<file path="src/rtl/core/fsba_pkg.sv">
// Package for the fixed-size block allocator: sizes, action and register
// codes, and the request, response and divider result types.
// Depends on nothing; the divider and the top level of the allocator import it.
package fsba_pkg;

    // Pool geometry.
    localparam int DEPTH      = 256;
    localparam int NODE_BYTES = 8;
    localparam int IDX_W      = $clog2(DEPTH);
    localparam int CNT_W      = $clog2(DEPTH + 1);

    // Field and register widths.
    localparam int ADDR_W     = 32;
    localparam int SIZE_W     = 12;
    localparam int ACTION_W   = 2;
    localparam int CFG_IDX_W  = 2;

    // Action codes; the fourth code is unused and answered with a failure.
    localparam logic [ACTION_W-1:0] ACT_ALLOC = 2'd0;
    localparam logic [ACTION_W-1:0] ACT_FREE  = 2'd1;
    localparam logic [ACTION_W-1:0] ACT_CLEAR = 2'd2;

    // Configuration register indexes.
    localparam logic [CFG_IDX_W-1:0] REG_POOL_BASE  = 2'd0;
    localparam logic [CFG_IDX_W-1:0] REG_UNIT_SIZE  = 2'd1;
    localparam logic [CFG_IDX_W-1:0] REG_UNIT_COUNT = 2'd2;

    // Configuration reset values.
    localparam logic [ADDR_W-1:0] POOL_BASE_RST  = '0;
    localparam logic [SIZE_W-1:0] UNIT_SIZE_RST  = 12'd8;
    localparam logic [CNT_W-1:0]  UNIT_COUNT_RST = CNT_W'(DEPTH);

    typedef struct packed {
        logic [ACTION_W-1:0] action;
        logic [ADDR_W-1:0]   address;
    } req_t;

    typedef struct packed {
        logic              ok;
        logic [ADDR_W-1:0] block_address;
        logic [CNT_W-1:0]  units_in_use;
    } rsp_t;

    typedef struct packed {
        logic [ADDR_W-1:0] quotient;
        logic [SIZE_W-1:0] remainder;
    } div_result_t;

endpackage

</file>
<file path="src/rtl/core/fsba_ram.sv">
// Generic single-write, single-read synchronous RAM with a registered read.
// Self-contained; used for the freed-unit stack and the ownership bits.
module fsba_ram #(
    parameter int WIDTH = 8,
    parameter int DEPTH = 256
) (
    input  logic                     clk,
    input  logic                     we,
    input  logic [$clog2(DEPTH)-1:0] waddr,
    input  logic [WIDTH-1:0]         wdata,
    input  logic [$clog2(DEPTH)-1:0] raddr,
    output logic [WIDTH-1:0]         rdata
);

    logic [WIDTH-1:0] mem [DEPTH];
    logic [WIDTH-1:0] rdata_reg;

    // Write port and registered read port.
    always_ff @(posedge clk)
    begin
        if (we)
        begin
            mem[waddr] <= wdata;
        end
        rdata_reg <= mem[raddr];
    end

    assign rdata = rdata_reg;

endmodule

</file>
<file path="src/rtl/core/fsba_div.sv">
// Serial restoring divider: one quotient bit per cycle over the address width.
// Depends on fsba_pkg for widths and the result type.
module fsba_div (
    input  logic                       clk,
    input  logic                       rst_n,
    input  logic                       start,
    input  logic [fsba_pkg::ADDR_W-1:0] dividend,
    input  logic [fsba_pkg::SIZE_W-1:0] divisor,
    output logic                       done,
    output fsba_pkg::div_result_t      result
);

    import fsba_pkg::*;

    localparam int STEP_W = $clog2(ADDR_W + 1);

    logic [STEP_W-1:0] steps_reg;
    logic              done_reg;
    logic [ADDR_W-1:0] quo_reg;
    logic [SIZE_W-1:0] rem_reg;
    logic [SIZE_W-1:0] dsr_reg;
    logic [SIZE_W:0]   rem_shift;
    logic              fits;
    logic [SIZE_W:0]   rem_sub;

    // One restoring step: shift in the next dividend bit and trial-subtract.
    always_comb
    begin
        rem_shift = {rem_reg, quo_reg[ADDR_W-1]};
        fits      = rem_shift >= {1'b0, dsr_reg};
        rem_sub   = rem_shift - {1'b0, dsr_reg};
    end

    // Step counter and done pulse.
    always_ff @(posedge clk or negedge rst_n)
    begin
        if (!rst_n)
        begin
            steps_reg <= '0;
            done_reg  <= 1'b0;
        end
        else
        begin
            done_reg <= 1'b0;
            if (start)
            begin
                steps_reg <= STEP_W'(ADDR_W);
            end
            else if (steps_reg != '0)
            begin
                steps_reg <= steps_reg - 1'b1;
                done_reg  <= steps_reg == STEP_W'(1);
            end
        end
    end

    // Datapath: quotient bits shift in where the dividend bits shift out.
    always_ff @(posedge clk)
    begin
        if (start)
        begin
            quo_reg <= dividend;
            rem_reg <= '0;
            dsr_reg <= divisor;
        end
        else if (steps_reg != '0)
        begin
            quo_reg <= {quo_reg[ADDR_W-2:0], fits};
            rem_reg <= fits ? rem_sub[SIZE_W-1:0] : rem_shift[SIZE_W-1:0];
        end
    end

    assign done             = done_reg;
    assign result.quotient  = quo_reg;
    assign result.remainder = rem_reg;

endmodule

</file>
<file path="src/rtl/core/fixed_size_block_allocator.sv">
// Fixed-size block allocator: freed units kept on a LIFO stack in RAM, unused ones taken by a fresh index.
// Steps from acceptance to the result: allocate of a fresh unit runs the index multiply,
// then the address add; a stacked unit first reads the stack RAM; free runs the 32-step
// serial divider, then the check and the push; clear and early rejects answer from idle.
// A new start is taken at the edge that ends the done cycle; done lasts one cycle, no stall.
// Reset (rst_n, asynchronous) empties the pool and restores register defaults.
module fixed_size_block_allocator (
    input  logic                          clk,
    input  logic                          rst_n,
    input  logic                          start,
    output logic                          busy,
    input  fsba_pkg::req_t                req,
    output logic                          done,
    output fsba_pkg::rsp_t                rsp,
    input  logic                          cfg_write,
    input  logic [fsba_pkg::CFG_IDX_W-1:0] cfg_index,
    input  logic [fsba_pkg::ADDR_W-1:0]   cfg_data
);

    import fsba_pkg::*;

    typedef enum logic [2:0] {
        ST_IDLE,
        ST_ALLOC_RD,
        ST_ALLOC_MUL,
        ST_ALLOC_ADD,
        ST_DIV,
        ST_FREE_CHK,
        ST_FREE_DEC
    } state_t;

    state_t            state_reg;
    logic [ADDR_W-1:0] pool_base_reg;
    logic [SIZE_W-1:0] unit_size_reg;
    logic [CNT_W-1:0]  unit_count_reg;
    logic [CNT_W-1:0]  top_reg;
    logic [CNT_W-1:0]  fresh_reg;
    logic [CNT_W-1:0]  count_reg;
    logic              done_reg;
    rsp_t              rsp_reg;

    logic [IDX_W-1:0]        idx_reg;
    logic [IDX_W+SIZE_W-1:0] prod_reg;
    logic                    chk_ok_reg;

    logic              accept;
    logic [CNT_W-1:0]  units_now;
    logic [ADDR_W-1:0] first_addr;
    logic              div_start;
    logic              div_done;
    div_result_t       div_res;
    logic [IDX_W-1:0]  stack_rdata;
    logic              owned_rdata;
    logic              owned_now;
    logic              free_hit;
    logic [CNT_W-1:0]  count_dec;
    logic              stack_we;
    logic              owned_we;
    logic [IDX_W-1:0]  owned_waddr;
    logic [IDX_W-1:0]  top_dec;

    // Handshake and pool geometry from the current registers.
    always_comb
    begin
        accept     = start && !busy;
        units_now  = (unit_count_reg > CNT_W'(DEPTH)) ? CNT_W'(DEPTH) : unit_count_reg;
        first_addr = pool_base_reg + ADDR_W'(units_now) * ADDR_W'(NODE_BYTES);
        div_start  = accept && (req.action == ACT_FREE) && (req.address != '0)
                     && (unit_size_reg != '0);
        top_dec    = IDX_W'(top_reg - 1'b1);
    end

    // An ownership entry at or above the fresh index has not been written since
    // the last clear, so it reads as not owned.
    always_comb
    begin
        owned_now = ({1'b0, idx_reg} < fresh_reg) && owned_rdata;
        free_hit  = chk_ok_reg && owned_now && (top_reg < CNT_W'(DEPTH));
        count_dec = (count_reg != '0) ? count_reg - 1'b1 : count_reg;
    end

    // Memory write control: an allocate marks its unit owned, a free clears it
    // and pushes the index.
    always_comb
    begin
        stack_we    = (state_reg == ST_FREE_DEC) && free_hit;
        owned_we    = (state_reg == ST_ALLOC_MUL) || stack_we;
        owned_waddr = idx_reg;
    end

    fsba_div u_div (
        .clk      (clk),
        .rst_n    (rst_n),
        .start    (div_start),
        .dividend (req.address - first_addr),
        .divisor  (unit_size_reg),
        .done     (div_done),
        .result   (div_res)
    );

    fsba_ram #(
        .WIDTH (IDX_W),
        .DEPTH (DEPTH)
    ) u_stack_ram (
        .clk   (clk),
        .we    (stack_we),
        .waddr (top_reg[IDX_W-1:0]),
        .wdata (idx_reg),
        .raddr (top_dec),
        .rdata (stack_rdata)
    );

    fsba_ram #(
        .WIDTH (1),
        .DEPTH (DEPTH)
    ) u_owned_ram (
        .clk   (clk),
        .we    (owned_we),
        .waddr (owned_waddr),
        .wdata (state_reg == ST_ALLOC_MUL),
        .raddr (div_res.quotient[IDX_W-1:0]),
        .rdata (owned_rdata)
    );

    // Sequencer, pool counters, configuration and the response register.
    always_ff @(posedge clk or negedge rst_n)
    begin
        if (!rst_n)
        begin
            state_reg      <= ST_IDLE;
            pool_base_reg  <= POOL_BASE_RST;
            unit_size_reg  <= UNIT_SIZE_RST;
            unit_count_reg <= UNIT_COUNT_RST;
            top_reg        <= '0;
            fresh_reg      <= '0;
            count_reg      <= '0;
            done_reg       <= 1'b0;
            rsp_reg        <= '0;
        end
        else
        begin
            done_reg <= 1'b0;

            // Configuration writes; an index beyond the list is ignored.
            if (cfg_write)
            begin
                case (cfg_index)
                    REG_POOL_BASE:  pool_base_reg  <= cfg_data;
                    REG_UNIT_SIZE:  unit_size_reg  <= cfg_data[SIZE_W-1:0];
                    REG_UNIT_COUNT: unit_count_reg <= cfg_data[CNT_W-1:0];
                    default:        ;
                endcase
            end

            case (state_reg)
                ST_IDLE:
                begin
                    if (accept)
                    begin
                        rsp_reg.ok            <= 1'b0;
                        rsp_reg.block_address <= '0;
                        rsp_reg.units_in_use  <= count_reg;
                        case (req.action)
                            ACT_ALLOC:
                            begin
                                if (top_reg != '0)
                                begin
                                    top_reg   <= top_reg - 1'b1;
                                    count_reg <= count_reg + 1'b1;
                                    state_reg <= ST_ALLOC_RD;
                                end
                                else if (fresh_reg < units_now)
                                begin
                                    fresh_reg <= fresh_reg + 1'b1;
                                    count_reg <= count_reg + 1'b1;
                                    state_reg <= ST_ALLOC_MUL;
                                end
                                else
                                begin
                                    done_reg <= 1'b1;
                                end
                            end
                            ACT_FREE:
                            begin
                                if (div_start)
                                begin
                                    state_reg <= ST_DIV;
                                end
                                else
                                begin
                                    done_reg <= 1'b1;
                                end
                            end
                            ACT_CLEAR:
                            begin
                                top_reg              <= '0;
                                fresh_reg            <= '0;
                                count_reg            <= '0;
                                rsp_reg.ok           <= 1'b1;
                                rsp_reg.units_in_use <= '0;
                                done_reg             <= 1'b1;
                            end
                            default:
                            begin
                                done_reg <= 1'b1;
                            end
                        endcase
                    end
                end
                ST_ALLOC_RD:
                begin
                    state_reg <= ST_ALLOC_MUL;
                end
                ST_ALLOC_MUL:
                begin
                    state_reg <= ST_ALLOC_ADD;
                end
                ST_ALLOC_ADD:
                begin
                    rsp_reg.ok            <= 1'b1;
                    rsp_reg.block_address <= first_addr + ADDR_W'(prod_reg);
                    rsp_reg.units_in_use  <= count_reg;
                    done_reg              <= 1'b1;
                    state_reg             <= ST_IDLE;
                end
                ST_DIV:
                begin
                    if (div_done)
                    begin
                        state_reg <= ST_FREE_CHK;
                    end
                end
                ST_FREE_CHK:
                begin
                    state_reg <= ST_FREE_DEC;
                end
                ST_FREE_DEC:
                begin
                    if (free_hit)
                    begin
                        top_reg              <= top_reg + 1'b1;
                        count_reg            <= count_dec;
                        rsp_reg.ok           <= 1'b1;
                        rsp_reg.units_in_use <= count_dec;
                    end
                    done_reg  <= 1'b1;
                    state_reg <= ST_IDLE;
                end
                default:
                begin
                    state_reg <= ST_IDLE;
                end
            endcase
        end
    end

    // Datapath registers: the unit index, its scaled offset and the free check.
    always_ff @(posedge clk)
    begin
        case (state_reg)
            ST_IDLE:
            begin
                idx_reg <= fresh_reg[IDX_W-1:0];
            end
            ST_ALLOC_RD:
            begin
                idx_reg <= stack_rdata;
            end
            ST_ALLOC_MUL:
            begin
                prod_reg <= (IDX_W+SIZE_W)'(idx_reg) * (IDX_W+SIZE_W)'(unit_size_reg);
            end
            ST_FREE_CHK:
            begin
                idx_reg    <= div_res.quotient[IDX_W-1:0];
                chk_ok_reg <= (div_res.remainder == '0)
                              && (div_res.quotient < ADDR_W'(units_now));
            end
            default:
            begin
            end
        endcase
    end

    assign busy = state_reg != ST_IDLE;
    assign done = done_reg;
    assign rsp  = rsp_reg;

    // Every fresh index handed out is either in use or waiting on the stack.
    a_count_balance: assert property (@(posedge clk) disable iff (!rst_n)
        ({1'b0, count_reg} + {1'b0, top_reg}) == {1'b0, fresh_reg})
        else $error("in-use count and stack depth do not add up to the fresh index");

    // The stack and the fresh index never pass the pool depth.
    a_bounds: assert property (@(posedge clk) disable iff (!rst_n)
        (top_reg <= CNT_W'(DEPTH)) && (fresh_reg <= CNT_W'(DEPTH)))
        else $error("stack pointer or fresh index beyond pool depth");

    // The divider only finishes while a free is waiting on it.
    a_div_done_state: assert property (@(posedge clk) disable iff (!rst_n)
        div_done |-> (state_reg == ST_DIV))
        else $error("divider finished outside a free");

    // Every response leaves the sequencer ready for the next transfer.
    a_done_idle: assert property (@(posedge clk) disable iff (!rst_n)
        done |-> !busy)
        else $error("response strobed while still busy");

endmodule
</file>
<file path="config.mk">
export PLATFORM = sky130hd
export DESIGN_NAME = fixed_size_block_allocator
export DESIGN_NICKNAME = d
export VERILOG_FILES = /design/src/rtl/core/fsba_pkg.sv /design/src/rtl/core/fsba_ram.sv /design/src/rtl/core/fsba_div.sv /design/src/rtl/core/fixed_size_block_allocator.sv
export SDC_FILE = /design/constraint.sdc
export NUM_CORES = 2
export LEC_CHECK = 0
export ABC_AREA = 1
export BUFFER_PORTS_ARGS = -buffer_cell sky130_fd_sc_hd__buf_2
export CORE_MARGIN = 5
export CORE_UTILIZATION = 45
export DETAILED_ROUTE_END_ITERATION = 16
export PLACE_DENSITY = 0.62
export SKIP_LAST_GASP = 1
export SLEW_MARGIN = 20
export SYNTH_ARGS = -nofsm -noshare
export SYNTH_HDL_FRONTEND = slang
export SYNTH_SLANG_ARGS = --single-unit
</file>
<file path="constraint.sdc">
create_clock -name clk -period 19.9 [get_ports clk]
set_input_delay 1.99 -clock clk [delete_from_list [all_inputs] [get_ports clk]]
set_output_delay 1.99 -clock clk [all_outputs]
set_load 0.02 [all_outputs]
</file>
; After elaboration in Yosys (flattened, before gate mapping)
; Memories as Yosys holds them, arrays and structs flattened. A register that Yosys moved wholly into a read port is not among the register bits.
; Cells that the tools add are included.
[op_classes]
n_addsub = 10
magnitude_cmp = 6
n_mul = 1
n_mux = 48
div = 0
n_bitwise = 0
reduce_logical = 37
shifts = 0
n_eq_ne = 21
[op_table]
columns = operator, n
row1 = 9-bit two-way mux, 12
row2 = 9-bit one-hot mux with 2 select lines, 5
row3 = 32-bit two-way mux, 2
row4 = 32-bit one-hot mux with 2 select lines, 1
row5 = 42-bit two-way mux, 1
row6 = 32-bit by 12-bit adder with 32-bit output, 1
row7 = 32-bit by 20-bit adder with 32-bit output, 1
row8 = 32-bit by 9-bit < comparator with 1-bit output, 1
row9 = 32-bit nonzero test, 1
row10 = 32-bit subtractor, 1
row11 = 9-bit by 1-bit adder with 9-bit output (second input constant), 3
row12 = 9-bit one-hot mux with 3 select lines, 1
row13 = 8-bit one-hot mux with 3 select lines, 1
row14 = 8-bit by 12-bit multiplier with 20-bit output, 1
row15 = 5-bit AND reduction, 4
row16 = 9-bit nonzero test, 2
row17 = 9-bit by 1-bit subtractor with 9-bit output (second input constant), 2
row18 = 3-bit two-way mux, 5
row19 = 3-bit one-hot mux with 5 select lines, 1
row20 = 13-bit by 12-bit greater-or-equal comparator with 1-bit output, 1
row21 = 12-bit zero test, 1
row22 = 1-bit two-way mux, 12
row23 = 12-bit two-way mux, 1
row24 = 6-bit two-way mux, 2
row25 = other kinds (33), 60
[word_totals]
reg_bits = 218
mem_count = 2
output_inout_bits = 44
ramBits = 2304
mem_bits_ro = 0
latchBits = 0
in_bits = 72
[memory_table]
columns = name, words, width, read_ports, rd_clocked_by_memory_dff, write_ports, line
row1 = u_stack_ram.mem, 256, 8, 1, 1, 1, fsba_ram.sv:15  ; logic [WIDTH-1:0] mem [DEPTH];
row2 = u_owned_ram.mem, 256, 1, 1, 1, 1, fsba_ram.sv:15

; Longest topological paths before layout
[logic_depth]
ltp_word = 10
ltp_mapped = 29
depth_no_buf = 29

; Hierarchy
; Synthesis repeated with hierarchy kept, for this count alone.
[unflattened]
cells_unflattened = 10717
area_unflattened_um2 = 113737.8
[modules_own_cells]
columns = module, cells_per_inst, instances, area_per_inst_um2
row1 = fsba_ram (u_stack_ram), 7003, 1, 83396.2
row2 = fixed_size_block_allocator, 2109, 1, 15157.0
row3 = fsba_ram (u_owned_ram), 1184, 1, 11717.5
row4 = fsba_div, 421, 1, 3467.1

; Worst setup path after synthesis
; No wires, ideal clock.
[synth_path]
path_type = reg2reg
startpoint = register state_reg[0]
endpoint = memory u_owned_ram.mem[111], enable pin
period_less_slack_ns = 9.360
arrival_time_ns = 9.061
path_stages_with_launch = 10
required_ns = 19.601
n_path_buf = 2
setup_slack_ns = 10.540
cell_sequence = dfrtp_1 -> inv_1 -> nand2_1 -> nor2_1 -> inv_1 -> nand2_4 -> buf_8 -> nand2_4 -> buf_6 -> nor2_1
[synth_between]
word_cells_on_any_way = 6
classes_between = eq/ne (2) / mux (2) / reduce/logical (2)
[synth_lines]
columns = element, line
row1 = from (decl), fixed_size_block_allocator.sv:32  ; state_t state_reg;
row2 = from (signal assigned), fixed_size_block_allocator.sv:130  ; state_reg <= ST_IDLE;
row3 = from (signal assigned), fixed_size_block_allocator.sv:170  ; state_reg <= ST_ALLOC_RD;
row4 = from (signal assigned), fixed_size_block_allocator.sv:176  ; state_reg <= ST_ALLOC_MUL;
row5 = 3-bit by 2-bit == test with 1-bit output, n/a
row6 = named net u_owned_ram.wdata, fsba_ram.sv:10  ; input logic [WIDTH-1:0] wdata,
row7 = 1-bit logical OR, fixed_size_block_allocator.sv:87  ; owned_we = (state_reg == ST_ALLOC_MUL) || stack_we;
row8 = 1-bit two-way mux, fsba_ram.sv:21  ; if (we)
row9 = 1-bit two-way mux (implied by the code), fsba_ram.sv:23  ; mem[waddr] <= wdata;
row10 = to (decl), fsba_ram.sv:15
; The timed path passes the listed nets, and every way through them passes these cells.

; Worst setup path after layout
[layout_path]
startpoint = register top_reg[0]
endpoint = register u_stack_ram.rdata_reg[5], in the netlist u_stack_ram.rdata[5] (read register of u_stack_ram.mem)
[layout_between]
elab_chain_len = 1
[layout_lines]
columns = element, line
row1 = from (decl), fixed_size_block_allocator.sv:36  ; logic [CNT_W-1:0] top_reg;
row2 = from (signal assigned), fixed_size_block_allocator.sv:168  ; top_reg <= top_reg - 1'b1;
row3 = from (signal assigned), fixed_size_block_allocator.sv:241  ; top_reg <= top_reg + 1'b1;
row4 = 9-bit by 1-bit subtractor with 9-bit output, n/a
row5 = to (decl), fsba_ram.sv:16  ; logic [WIDTH-1:0] rdata_reg;
; Every way passes these cells.
; A chain may end at the register's enable or synchronous reset.

==> impl_metrics.py <==
metrics = {
    "floorplanning": {
        "die_h_um": 506,
        "dieArea_um2": 256000,
        "coreArea_um2": 245000,
        "num_rows": 182,
        "die_x_um": 506,
        "pin_count": 116,
        "initial_core_util_pct": 45.1,
    },
    "worst_setup_path": {
        "cp_num_buf_inv": 3,
        "path_max_fanout": 219,
        "worst-endpoint-arrival_ps": 7320,
        "max_stage_delay_ps": 940,
        "cp.required_ps": 20770,
        "critPathTopFamily": "buffers and inverters",
        "startpoint_type": "register",
        "crit_chain": "inv_8, ha_4, buf_12, buf_4, o21ai_0, o22ai_1, o21ai_0, o22ai_1, nand2_1, nand3_1, nand3_1, a21oi_1, or2_1",
        "critPathCaptureType": "register",
        "critPathKind": "reg2reg",
        "crit_slowest_cell": "buf_4",
    },
    "global_route": {
        "grt_pass1_vias": 73800,
        "groute.usage.overall_pct": 23.8,
        "grt.overflow.total": 0,
        "grt_pass1_wl_um": 469000,
        "antenna_found_initial": 8,
        "grt_max_degree": 278,
    },
    "yosys": {
        "avgSynthCellArea_um2": 11.3,
        "yosysWarnings": 0,
        "ys_seq_area_share_pct": 68.0,
        "syn-num-nets": 10100,
        "syn_inst": 9773,
        "syn_area_um2": 111000,
        "async_flop_share_pct": 5.25,
        "synth_cell_types": 62,
        "synth_common_cells": "edfxtp_1, nor2_1, o21ai_0",
        "ys_ff_latch": 2531,
        "synth_edf_count": 2377,
        "yosysTopAreaCell": "edfxtp_1",
        "synth_ff_type": "edfxtp_1",
        "ys_top_cells_by_area": "edfxtp_1, nor2_1, o21ai_0",
        "yosysMostFrequentCell": "edfxtp_1",
        "yosysTopAreaCellShare_pct": 64.6,
    },
    "sta": {
        "final_hold_viol_count": 0,
        "post-route-period-util_pct": 32.4,
        "rsz0062_at_grt": "false",
        "slew_headroom_pct": 16.1,
        "fmax_ghz": 0.155,
        "worst_clock_skew_ps": 99.3,
        "slew_violations": 0,
        "fin_crit_ps": 6450,
        "tightest_slew_ps": 1260,
        "hold_ws_ps": 480,
        "finalSetupTns_ps": 0,
        "setup_viol": 0,
    },
    "clock_network": {
        "post_cts_buffers": 0,
        "worstSkewPairLatency_ps": 940,
        "cts.htree.levels": 5,
        "clk_path_buf_depth": 4,
        "tritoncts": "yes",
        "clk_pin_slew_ps": 60,
        "clock-sinks": 2531,
        "hold_buffers": 0,
        "numCtsBuffers": 284,
        "cts_root_buffer": "clkbuf_16",
        "cts-resized-gates": 0,
    },
    "cells_and_area": {
        "drive_above_1_share_pct": 7.07,
        "fillers": 21400,
        "areaGrowthSynthToFinish_pct": 10.7,
        "multi_input_area_um2": 31500,
        "largest_reg_flops": 2048,
        "stdcell_area_um2": 122000,
        "finalNetCount": 9943,
        "seqCellArea_um2": 75100,
    },
    "placement": {
        "port_buffers": 115,
        "placed_cell_area_um2": 114000,
        "gp_congestion": 0.941,
        "dp_hpwl_um": 185000,
    },
    "outcome": {
        "status": "finished, final reports clean",
    },
    "drt": {
        "wirelength_um": 315000,
        "num_vias": 77300,
        "drc": 0,
        "vias_per_cell": 5.91,
        "drtIter0Drc": 9438,
        "drtAntennaViolNets": 0,
        "dr.pass1.iters": 6,
        "routedWlPerCell_um": 24.1,
    },
    "run": {
        "maxCapViolCount": 0,
    },
    "power_and_ir_drop": {
        "pwr_density_cell_nw_per_um2": 175,
        "p_total_w": 0.0214,
        "p_leak_nw": 41.8,
        "ir_worst_vdd_mv": 0.273,
    },
    "min_path": {
        "hp-class": "reg2reg",
    },
}
tightest hold or removal path, cell delays in order (launching register included):
cell and delay, ps:
dfrtp_1 330, nand2_1 60, nand2_1 50
cell families after synthesis:
family / Yosys count / share of synthesized area, %
AND/OR/NAND/NOR: 3411 / 12.4
XOR/XNOR: 88 / 0.731
adder cells (fa/ha/maj): 206 / 2.77
buffers and inverters: 997 / 3.68
multiplexers: 9 / 0.0917
flip-flops: 2531 / 68.0
AO/OA/AOI/OAI: 2531 / 12.4
metrics by stage:
step	util [%]	cells	setup slack [ps]
floorplan	-	9773	10540
global placement	46.3	12600	13660
detailed placement	46.3	12600	13660
CTS	49.9	13100	13750
global route	49.9	13100	13220
finish	49.9	13100	13450
where the power goes:
group          switching (W)  internal, W
Clock                0.00208      0.00295
Sequential          0.000215      0.00667
Combinational        0.00699      0.00252
layer usage:
metal / share of wire [%] / global-route usage [%] / wire length [um] / up-vias
met5: 0.0086 / 0 / 27 / -
met4: 3.4 / 8.25 / 10700 / 4
met3: 8.8 / 4.65 / 27700 / 618
met2: 46 / 37.4 / 146000 / 3486
met1: 42 / 33.4 / 131000 / 38400
li1: - / - / - / 34800
cells in the final DEF (no fill, tap or decap), types with 67 or more instances in the layout:
| cell type | instances |
|---|---|
| nand3_1 | 293 |
| o21ai_0 | 1532 |
| o22ai_1 | 697 |
| buf_2 | 114 |
| ha_1 | 141 |
| a21oi_1 | 155 |
| edfxtp_1 | 2377 |
| clkbuf_16 | 289 |
| buf_4 | 86 |
| inv_1 | 361 |
| dfrtp_1 | 130 |
| o21ai_1 | 67 |
| nor2_1 | 2092 |
| nand2_1 | 860 |
final timing paths:
path                       slack (ps)                    from                            to  cells after the start
max in group asynchronous       17290                   rst_n           rsp[40]$_DFFE_PN0P_                      2
min reg2reg                       480     rsp[17]$_DFFE_PN0P_           rsp[17]$_DFFE_PN0P_                      2
max                             13450  top_reg[0]$_DFFE_PN0P_  u_stack_ram.rdata[5]$_DFF_P_                     13
min                               480     rsp[17]$_DFFE_PN0P_           rsp[17]$_DFFE_PN0P_                      2
min in group asynchronous        1080                   rst_n      count_reg[4]$_DFFE_PN0P_                      1
max reg2reg                     13450  top_reg[0]$_DFFE_PN0P_  u_stack_ram.rdata[5]$_DFF_P_                     13
area by class of cell:
type	instances	area share (%)
Sequential cell	2531	61.4
Multi-Input combinational cell	6245	25.7
Clock buffer	342	6.09
Tap cell	3220	3.29
Clock inverter	140	1.07
Timing Repair Buffer	216	1.23
Antenna cell	5	0.0102
Inverter	387	1.21
Note: power is estimated with default switching activity, not from simulation.
